--- src/sv/hmq_pkg.sv ---
// ----------------------------------------------------------------------------
// hmq_pkg
// Shared types and constants of the binary max-heap queue.
// ----------------------------------------------------------------------------
`default_nettype none

package hmq_pkg;

  localparam int unsigned HeapDepth = 1024;
  localparam int unsigned PrioW     = 16;
  localparam int unsigned PayW      = 32;
  localparam int unsigned AddrW     = $clog2(HeapDepth);
  localparam int unsigned CntW      = $clog2(HeapDepth + 1);
  // child indexes may run to about twice the count, so one extra bit
  localparam int unsigned IdxW      = CntW + 1;

  typedef enum logic {
    OP_INSERT  = 1'b0,
    OP_EXTRACT = 1'b1
  } opcode_e;

  typedef enum logic [1:0] {
    ST_OK    = 2'd0,
    ST_EMPTY = 2'd1,
    ST_FULL  = 2'd2
  } status_e;

  typedef enum logic [2:0] {
    S_IDLE,
    S_UP_CMP,
    S_EX_ROOT,
    S_EX_LAST,
    S_DN_RIGHT,
    S_DN_CMP,
    S_FIN,
    S_DONE
  } state_e;

  typedef struct packed {
    logic [PrioW-1:0] prio;
    logic [PayW-1:0]  payload;
  } entry_t;

  typedef struct packed {
    logic             found;
    logic [PrioW-1:0] prio;
    logic [PayW-1:0]  payload;
    status_e          status;
    logic [CntW-1:0]  entries;
  } result_t;

endpackage

`default_nettype wire

--- src/sv/hmq_ctrl.sv ---
// ----------------------------------------------------------------------------
// hmq_ctrl
// Sequencer for insert (sift up) and extract (sift down) over the heap RAM.
// ----------------------------------------------------------------------------
`default_nettype none

module hmq_ctrl (
  input  wire logic                         clk_i,
  input  wire logic                         rst_ni,
  input  wire logic                         job_valid_i,
  output logic                              job_stall_o,
  input  wire hmq_pkg::opcode_e             opcode_i,
  input  wire logic [hmq_pkg::PrioW-1:0]    job_priority_i,
  input  wire logic [hmq_pkg::PayW-1:0]     job_payload_i,
  output logic                              res_valid_o,
  input  wire logic                         res_ready_i,
  output hmq_pkg::result_t                  res_o,
  output logic                              ram_we_o,
  output logic [hmq_pkg::AddrW-1:0]         ram_waddr_o,
  output hmq_pkg::entry_t                   ram_wdata_o,
  output logic [hmq_pkg::AddrW-1:0]         ram_raddr_o,
  input  wire hmq_pkg::entry_t              ram_rdata_i
);

  hmq_pkg::state_e                 state_q, state_d;
  logic [hmq_pkg::CntW-1:0]        count_q, count_d;
  logic [hmq_pkg::AddrW-1:0]       pos_q, pos_d;
  hmq_pkg::entry_t                 cur_q, cur_d;
  hmq_pkg::entry_t                 left_q, left_d;
  logic                            has_right_q, has_right_d;
  logic                            found_q, found_d;
  logic [hmq_pkg::PrioW-1:0]       oprio_q, oprio_d;
  logic [hmq_pkg::PayW-1:0]        opay_q, opay_d;
  hmq_pkg::status_e                status_q, status_d;

  logic                            job_acc;
  logic                            full;
  logic                            take_right;
  hmq_pkg::entry_t                 child;
  logic [hmq_pkg::AddrW-1:0]       child_idx;
  logic                            swap_dn;
  logic [hmq_pkg::AddrW-1:0]       dn_pos;
  logic [hmq_pkg::IdxW-1:0]        dn_left;
  logic                            dn_has_left;
  logic [hmq_pkg::IdxW-1:0]        rgt;
  logic [hmq_pkg::AddrW-1:0]       par, par2;
  logic                            swap_up;
  logic [hmq_pkg::CntW-1:0]        count_m1;

  assign job_acc     = job_valid_i && (state_q == hmq_pkg::S_IDLE);
  assign job_stall_o = (state_q != hmq_pkg::S_IDLE);
  assign full        = (count_q == hmq_pkg::CntW'(hmq_pkg::HeapDepth));
  assign count_m1    = count_q - 1'b1;

  // sift down: pick the larger child, left wins a tie
  assign take_right = has_right_q && (ram_rdata_i.prio > left_q.prio);
  assign child      = take_right ? ram_rdata_i : left_q;
  assign child_idx  = hmq_pkg::AddrW'({pos_q, 1'b1}) + hmq_pkg::AddrW'(take_right);
  assign swap_dn    = (cur_q.prio < child.prio);

  // position the next descent step starts from
  assign dn_pos      = (state_q == hmq_pkg::S_DN_CMP) ? child_idx : pos_q;
  assign dn_left     = hmq_pkg::IdxW'({dn_pos, 1'b1});
  assign dn_has_left = (dn_left < hmq_pkg::IdxW'(count_q));
  assign rgt         = hmq_pkg::IdxW'({pos_q, 1'b1}) + 1'b1;

  // sift up
  assign par     = (pos_q - 1'b1) >> 1;
  assign par2    = (par - 1'b1) >> 1;
  assign swap_up = (ram_rdata_i.prio < cur_q.prio);

  // next state
  always_comb begin
    state_d = state_q;
    unique case (state_q)
      hmq_pkg::S_IDLE: begin
        if (job_acc) begin
          if (opcode_i == hmq_pkg::OP_INSERT) begin
            if (full)                state_d = hmq_pkg::S_DONE;
            else if (count_q == '0)  state_d = hmq_pkg::S_FIN;
            else                     state_d = hmq_pkg::S_UP_CMP;
          end else begin
            if (count_q == '0)       state_d = hmq_pkg::S_DONE;
            else                     state_d = hmq_pkg::S_EX_ROOT;
          end
        end
      end
      hmq_pkg::S_EX_ROOT:  state_d = hmq_pkg::S_EX_LAST;
      hmq_pkg::S_EX_LAST: begin
        if (count_q == '0)   state_d = hmq_pkg::S_DONE;
        else if (dn_has_left) state_d = hmq_pkg::S_DN_RIGHT;
        else                 state_d = hmq_pkg::S_FIN;
      end
      hmq_pkg::S_DN_RIGHT: state_d = hmq_pkg::S_DN_CMP;
      hmq_pkg::S_DN_CMP: begin
        if (!swap_dn)         state_d = hmq_pkg::S_DONE;
        else if (dn_has_left) state_d = hmq_pkg::S_DN_RIGHT;
        else                  state_d = hmq_pkg::S_FIN;
      end
      hmq_pkg::S_UP_CMP: begin
        if (!swap_up)         state_d = hmq_pkg::S_DONE;
        else if (par == '0)   state_d = hmq_pkg::S_FIN;
        else                  state_d = hmq_pkg::S_UP_CMP;
      end
      hmq_pkg::S_FIN:      state_d = hmq_pkg::S_DONE;
      hmq_pkg::S_DONE: begin
        if (res_ready_i) state_d = hmq_pkg::S_IDLE;
      end
      default:             state_d = hmq_pkg::S_IDLE;
    endcase
  end

  // datapath and RAM control
  always_comb begin
    count_d     = count_q;
    pos_d       = pos_q;
    cur_d       = cur_q;
    left_d      = left_q;
    has_right_d = has_right_q;
    found_d     = found_q;
    oprio_d     = oprio_q;
    opay_d      = opay_q;
    status_d    = status_q;
    ram_we_o    = 1'b0;
    ram_waddr_o = pos_q;
    ram_wdata_o = cur_q;
    ram_raddr_o = dn_left[hmq_pkg::AddrW-1:0];
    res_valid_o = 1'b0;
    unique case (state_q)
      hmq_pkg::S_IDLE: begin
        if (job_acc) begin
          found_d      = 1'b0;
          oprio_d      = '0;
          opay_d       = '0;
          status_d     = hmq_pkg::ST_OK;
          cur_d.prio    = job_priority_i;
          cur_d.payload = job_payload_i;
          if (opcode_i == hmq_pkg::OP_INSERT) begin
            if (full) begin
              status_d = hmq_pkg::ST_FULL;
            end else begin
              pos_d       = count_q[hmq_pkg::AddrW-1:0];
              count_d     = count_q + 1'b1;
              ram_raddr_o = hmq_pkg::AddrW'(count_m1 >> 1);
            end
          end else begin
            if (count_q == '0) begin
              status_d = hmq_pkg::ST_EMPTY;
            end else begin
              found_d     = 1'b1;
              pos_d       = '0;
              ram_raddr_o = '0;
            end
          end
        end
      end
      hmq_pkg::S_EX_ROOT: begin
        oprio_d     = ram_rdata_i.prio;
        opay_d      = ram_rdata_i.payload;
        count_d     = count_m1;
        ram_raddr_o = count_m1[hmq_pkg::AddrW-1:0];
      end
      hmq_pkg::S_EX_LAST: begin
        cur_d = ram_rdata_i;
      end
      hmq_pkg::S_DN_RIGHT: begin
        left_d      = ram_rdata_i;
        has_right_d = (rgt < hmq_pkg::IdxW'(count_q));
        ram_raddr_o = rgt[hmq_pkg::AddrW-1:0];
      end
      hmq_pkg::S_DN_CMP: begin
        ram_we_o = 1'b1;
        if (swap_dn) begin
          ram_wdata_o = child;
          pos_d       = child_idx;
        end
      end
      hmq_pkg::S_UP_CMP: begin
        ram_we_o    = 1'b1;
        ram_raddr_o = par2;
        if (swap_up) begin
          ram_wdata_o = ram_rdata_i;
          pos_d       = par;
        end
      end
      hmq_pkg::S_FIN: begin
        ram_we_o = 1'b1;
      end
      hmq_pkg::S_DONE: begin
        res_valid_o = 1'b1;
      end
      default: ;
    endcase
  end

  assign res_o.found   = found_q;
  assign res_o.prio    = oprio_q;
  assign res_o.payload = opay_q;
  assign res_o.status  = status_q;
  assign res_o.entries = count_q;

  always_ff @(posedge clk_i or negedge rst_ni) begin
    if (!rst_ni) begin
      state_q  <= hmq_pkg::S_IDLE;
      count_q  <= '0;
    end else begin
      state_q  <= state_d;
      count_q  <= count_d;
    end
  end

  always_ff @(posedge clk_i) begin
    pos_q       <= pos_d;
    cur_q       <= cur_d;
    left_q      <= left_d;
    has_right_q <= has_right_d;
    found_q     <= found_d;
    oprio_q     <= oprio_d;
    opay_q      <= opay_d;
    status_q    <= status_d;
  end

endmodule

`default_nettype wire
--- config.mk ---
export PLATFORM = sky130hd
export DESIGN_NAME = hmq_ctrl
export DESIGN_NICKNAME = d
export VERILOG_FILES = /design/src/sv/hmq_pkg.sv /design/src/sv/hmq_ctrl.sv
export SDC_FILE = /design/constraint.sdc
export NUM_CORES = 1
export LEC_CHECK = 0
export BUFFER_PORTS_ARGS = -buffer_cell sky130_fd_sc_hd__buf_2
export CORE_ASPECT_RATIO = 2
export CORE_MARGIN = 2
export CORE_UTILIZATION = 50
export CTS_BUF_LIST = sky130_fd_sc_hd__clkbuf_4 sky130_fd_sc_hd__clkbuf_8
export CTS_CLUSTER_SIZE = 8
export DETAILED_ROUTE_END_ITERATION = 8
export GPL_TIMING_DRIVEN = 0
export PLACE_DENSITY = 0.83
export SLEW_MARGIN = 5
export SYNTH_ARGS = -nofsm -noshare
export SYNTH_HDL_FRONTEND = slang
export SYNTH_SLANG_ARGS = --single-unit
--- constraint.sdc ---
create_clock -name clk_i -period 7.77 [get_ports clk_i]
set_input_delay 1.554 -clock clk_i [delete_from_list [all_inputs] [get_ports clk_i]]
set_output_delay 1.554 -clock clk_i [all_outputs]
set_load 0.05 [all_outputs]
# After elaboration in Yosys (flattened, before gate mapping)
# Index checks and enable logic that the tools add are counted.
[word_totals]
register_bits = 172
input_bits = 101
out_inout_bits = 133
wordCells = 100
[classes]
n_addsub = 6
n_lt_le_gt_ge = 5
eq_ne = 16
n_mux = 45
n_reduce_logical = 16
[op_table]
columns = ["operator", "n"]
rows = [
  ["2-to-1 mux 48 bit", 4],
  ["one-hot mux 48 bit (2 select lines)", 2],
  ["2-to-1 mux 10 bit", 11],
  ["one-hot mux 32 bit (2 select lines)", 1],
  ["one-hot mux 10 bit (4 select lines)", 1],
  ["2-to-1 mux 11 bit", 3],
  ["< comparator 16 bit", 2],
  ["2-to-1 mux 32 bit", 1],
  ["one-hot mux 16 bit (2 select lines)", 1],
  ["one-hot mux 10 bit (3 select lines)", 1],
  ["2-to-1 mux 3 bit", 8],
  ["one-hot mux 3 bit (8 select lines)", 1],
  ["one-hot mux 11 bit (2 select lines)", 1],
  ["greater-than comparator 16 bit", 1],
  ["2-to-1 mux 16 bit", 1],
  ["adder 11 x 1 -> 12 bit (second input constant)", 1],
  ["equality test 3 bit (second input constant)", 4],
  ["< comparator 12 x 11 -> 1 bit", 1],
  ["!= test 2 bit (second input constant)", 6],
  ["adder 11 x 1 -> 11 bit (second input constant)", 1],
  ["equality test 11 bit (second input constant)", 1],
  ["zero test 11 bit", 1],
  ["< comparator 11 bit", 1],
  ["subtractor 11 x 1 -> 11 bit (second input constant)", 1],
  ["other kinds (17)", 32],
]

# Logic depth before layout (Yosys ltp)
[logic_depth]
ltp_word = 8
ltp_mapped = 21
ltp_nobuf = 19

# Worst setup path after synthesis
# Ideal clock, no wire load.
[synth_path]
kind = "input to output"
startpoint = "in ram_rdata_i[33] (netlist name)"
endpoint = "out ram_wdata_o[32] (netlist name)"
arrival_time_ns = 5.738
t_required_ns = 6.216
setup_slack_ns = 0.478
stages = 18
n_path_buf = 3
path_cell_list = "ha_1 nor2b_1 o211ai_1 a2111oi_0 o31a_1 buf_2 buf_2 nor2_1 a21oi_1 ha_1 a211oi_1 o211ai_1 a21oi_1 nand3_1 a31oi_2 nor2_2 buf_2 o221ai_1"
[synth_lines]
columns = ["item", "line_no", "source"]
rows = [
  ["start: declaration", "hmq_ctrl.sv:22", "input wire hmq_pkg::entry_t ram_rdata_i"],
  ["end: declaration", "hmq_ctrl.sv:20", "output hmq_pkg::entry_t ram_wdata_o,"],
]

==> impl_metrics.json <==
{
  "slowest_delay_ns": 0.50,
  "layout_commonest_cell": "buf_2",
  "wl_um": 38600,
  "synth_edf_count": 158,
  "die_w_um": 108,
  "cts.clk_slew.worst_paths_ns": 0.10,
  "post-route-drc-count": 0,
  "critPathSlowestCell": "or4_4",
  "pre_cts_slack_ns": -0.753,
  "crit_top_cell": "buf_4",
  "postPlaceCellArea_um2": 12500,
  "grt_first_pass_wirelength_um": 56400,
  "required_ns": 6.22,
  "fin_crit_ns": 7.71,
  "maxSlewViolCount": 0,
  "nets": 1465,
  "r2r_start": "left_q[43]",
  "avgSynthCellArea_um2": 10.6,
  "holdWs_ns": 0.688,
  "core_um2": 21400,
  "synthFlopType": "edfxtp_1",
  "clock-sinks": 172,
  "die_y_um": 212,
  "gp_congestion": 1.06,
  "hpwlAfterDp_um": 30100,
  "min-delay-start": "count_q[8]",
  "htree_levels": 4,
  "fin_crit_sh_pct": 99.2,
  "postRouteAntennaNets": 0,
  "relSlewSlack_pct": 5.94,
  "power_mw": 6.56,
  "yosysSeqAreaShare_pct": 46.9,
  "drt_pass1_iterations": 8,
  "area_growth_pct": 21.8,
  "place_inst": 1535,
  "max_cap_viol_count": 0,
  "drive_above_1_share_pct": 30.3,
  "skew_ns": 0.0180,
  "drtIter0Drc": 642,
  "cts_buffer_depth": 2,
  "power.leakage_nw": 5.77,
  "portBuffers": 233,
  "ys_ff_latch": 172,
  "path_class": "primary input to output port",
  "status": "finished, final reports clean",
  "crit_start": "ram_rdata_i[43]",
  "instances_no_fill": 1578,
  "netlist_area_um2": 10900,
  "nFillCells": 1793,
  "clk_latency_ns": 0.51,
  "powerDensity_nw_per_um2": 496,
  "io_pins": 234,
  "rsz0062_at_grt": "true",
  "antenna_found_initial": 0,
  "async_flop_share_pct": 8.14,
  "via_per_inst": 6.26,
  "syn_nets": 1198,
  "initial_core_util_pct": 50.8,
  "hp-class": "register to register",
  "synth_cell_types": 68,
  "root_buffer": "clkbuf_8",
  "cts_tree": "done",
  "rows": 76,
  "final_cell_area_um2": 13200,
  "worst_slack_ns": 0.0613,
  "crit_buf_inv": 7,
  "crit_chain": "buf_2 > ha_1 > nand4_1 > buf_4 > or4_4 > and2_4 > o31a_1 > buf_6 > buf_4 > nor2_2 > a21oi_2 > ha_1 > buf_4 > nand4_1 > o21ai_2 > a22oi_1 > nand2_2 > nor2_4 > or3_1 > buf_2 > o221ai_1 > buf_4",
  "grt_pass1_vias": 10048,
  "overflow": 0,
  "antenna_cells": 0,
  "numCtsBuffers": 17,
  "dr_total_vias": 9873,
  "dieArea_um2": 23000,
  "crit_family": "simple AND/OR/NAND/NOR gates",
  "worstMarginPinSlew_ns": 1.40,
  "wl_per_cell_um": 24.5,
  "end_kind": "output port",
  "grt_max_degree": 32,
  "timing.fmax_mhz": 130,
  "syn_inst": 1025,
  "hold_buffers": 0,
  "finalSetupViolCount": 0,
  "cp.arrival_ns": 6.15,
  "finalSetupTns_ns": 0,
  "mostFrequentLayoutCells": "buf_2, edfxtp_1, nand2_1",
  "critPathLaunchType": "primary input",
  "worst-path-max-fanout": 10,
  "final_core_util_pct": 61.8,
  "ys_warn_count": 0,
  "final_hold_viol_count": 0,
  "grt_usage_pct": 33.5,
  "vdd_drop_max_mv": 0.408
}
==> worst min-delay path: cells and delay by family, from the launching register on <==
family         cells  cell delay (ns)
AO/OA/AOI/OAI      2             0.16
flip-flops         1             0.48
==> power breakdown <==
group	switching, mW	total, mW	internal, mW
clock	0.386	0.657	0.271
combinational	3.17	4.50	1.33
sequential	0.123	1.40	1.28
==> state kept, by name (all words and copies together), names as in the netlist <==
| register | cells |
|---|---|
| cur_q | 48 |
| state_q | 3 |
| status_q | 2 |
| found_q | 1 |
| opay_q | 32 |
| oprio_q | 16 |
| count_q | 11 |
| left_q | 48 |
| has_right_q | 1 |
| ram_waddr_o | 10 |
==> routing by layer <==
metal,vias up,GRT usage (%),routed length (µm)
met2,576,64.1,21500
met3,171,5.55,2580
met4,0,25.7,3070
met1,4717,29.8,11400
met5,-,0,0
li1,4409,-,-
==> final timing paths <==
check,endpoint,slack [ns],depth (start not counted)
min in group asynchronous,state_q[2],0.95,1
hold / removal,count_q[8],0.69,2
setup / recovery,ram_wdata_o[40],0.06,22
max in group asynchronous,state_q[0],6.53,1
hold reg to reg,count_q[8],0.69,2
setup reg to reg,state_q[1],2.39,21
==> cell families (layout without fill, tap and decap cells) <==
family	count (synthesis)	after routing	share of synthesized area, %
adder cells (fa/ha/maj)	72	72	8.29
AND/OR/NAND/NOR	290	290	13.1
flip-flops	172	172	46.9
XOR/XNOR	45	45	3.63
AO/OA/AOI/OAI	278	278	18.3
multiplexers	53	53	5.44
buffers and inverters	115	395	4.30
==> layout make-up <==
| type | count | area (µm²) | share of cell area, % |
|---|---|---|---|
| clock buffer | 17 | 234 | 1.77 |
| buffer | 60 | 302 | 2.28 |
| sequential | 172 | 5090 | 38.5 |
| tap | 273 | 342 | 2.58 |
| multi-input combinational | 738 | 5470 | 41.4 |
| timing repair buffer | 248 | 1400 | 10.6 |
| clock inverter | 15 | 173 | 1.31 |
| inverter | 55 | 206 | 1.56 |
==> cells in the mapped netlist, drive strengths merged, types with 2 or more instances <==
library cell	n	area share, %
a32oi	3	0.24
nor4	7	0.40
nand2b	4	0.23
a211oi	4	0.28
or2	2	0.12
inv	53	1.8
a22oi	3	0.21
buf	22	1.1
a221o	3	0.28
o31ai	10	0.69
nor2	58	2.0
edfxtp	158	44
nand4	16	0.92
a2bb2oi	3	0.24
or4	2	0.14
nor2b	5	0.29
nor4b	2	0.16
dfrtp	14	3.2
o221ai	21	2.3
o22ai	5	0.29
nand2	88	3.0
a311oi	2	0.22
o211ai	5	0.35
o32a	2	0.18
clkbuf	38	1.3
a22o	33	2.7
or3	4	0.23
mux2	48	5.0
a21o	43	3.0
nor3	17	0.83
xor2	16	1.3
o21ai	40	1.8
a21oi	71	3.3
nand3	21	0.97
mux2i	5	0.46
ha	72	8.3
o21a	9	0.62
and2	5	0.31
a2111oi	2	0.16
and3	56	3.2
xnor2	29	2.3
a31oi	6	0.40
clkinv	2	0.069
==> repair_timing <==
item / in CTS / in global routing
endpoints found under the setup margin: 48 / 49
buffers inserted: 2 / 7
pin swaps: 3 / 8
gates cloned: 0 / 2
gates resized for setup: 26 / 67
(Power assumes the default switching activity.)
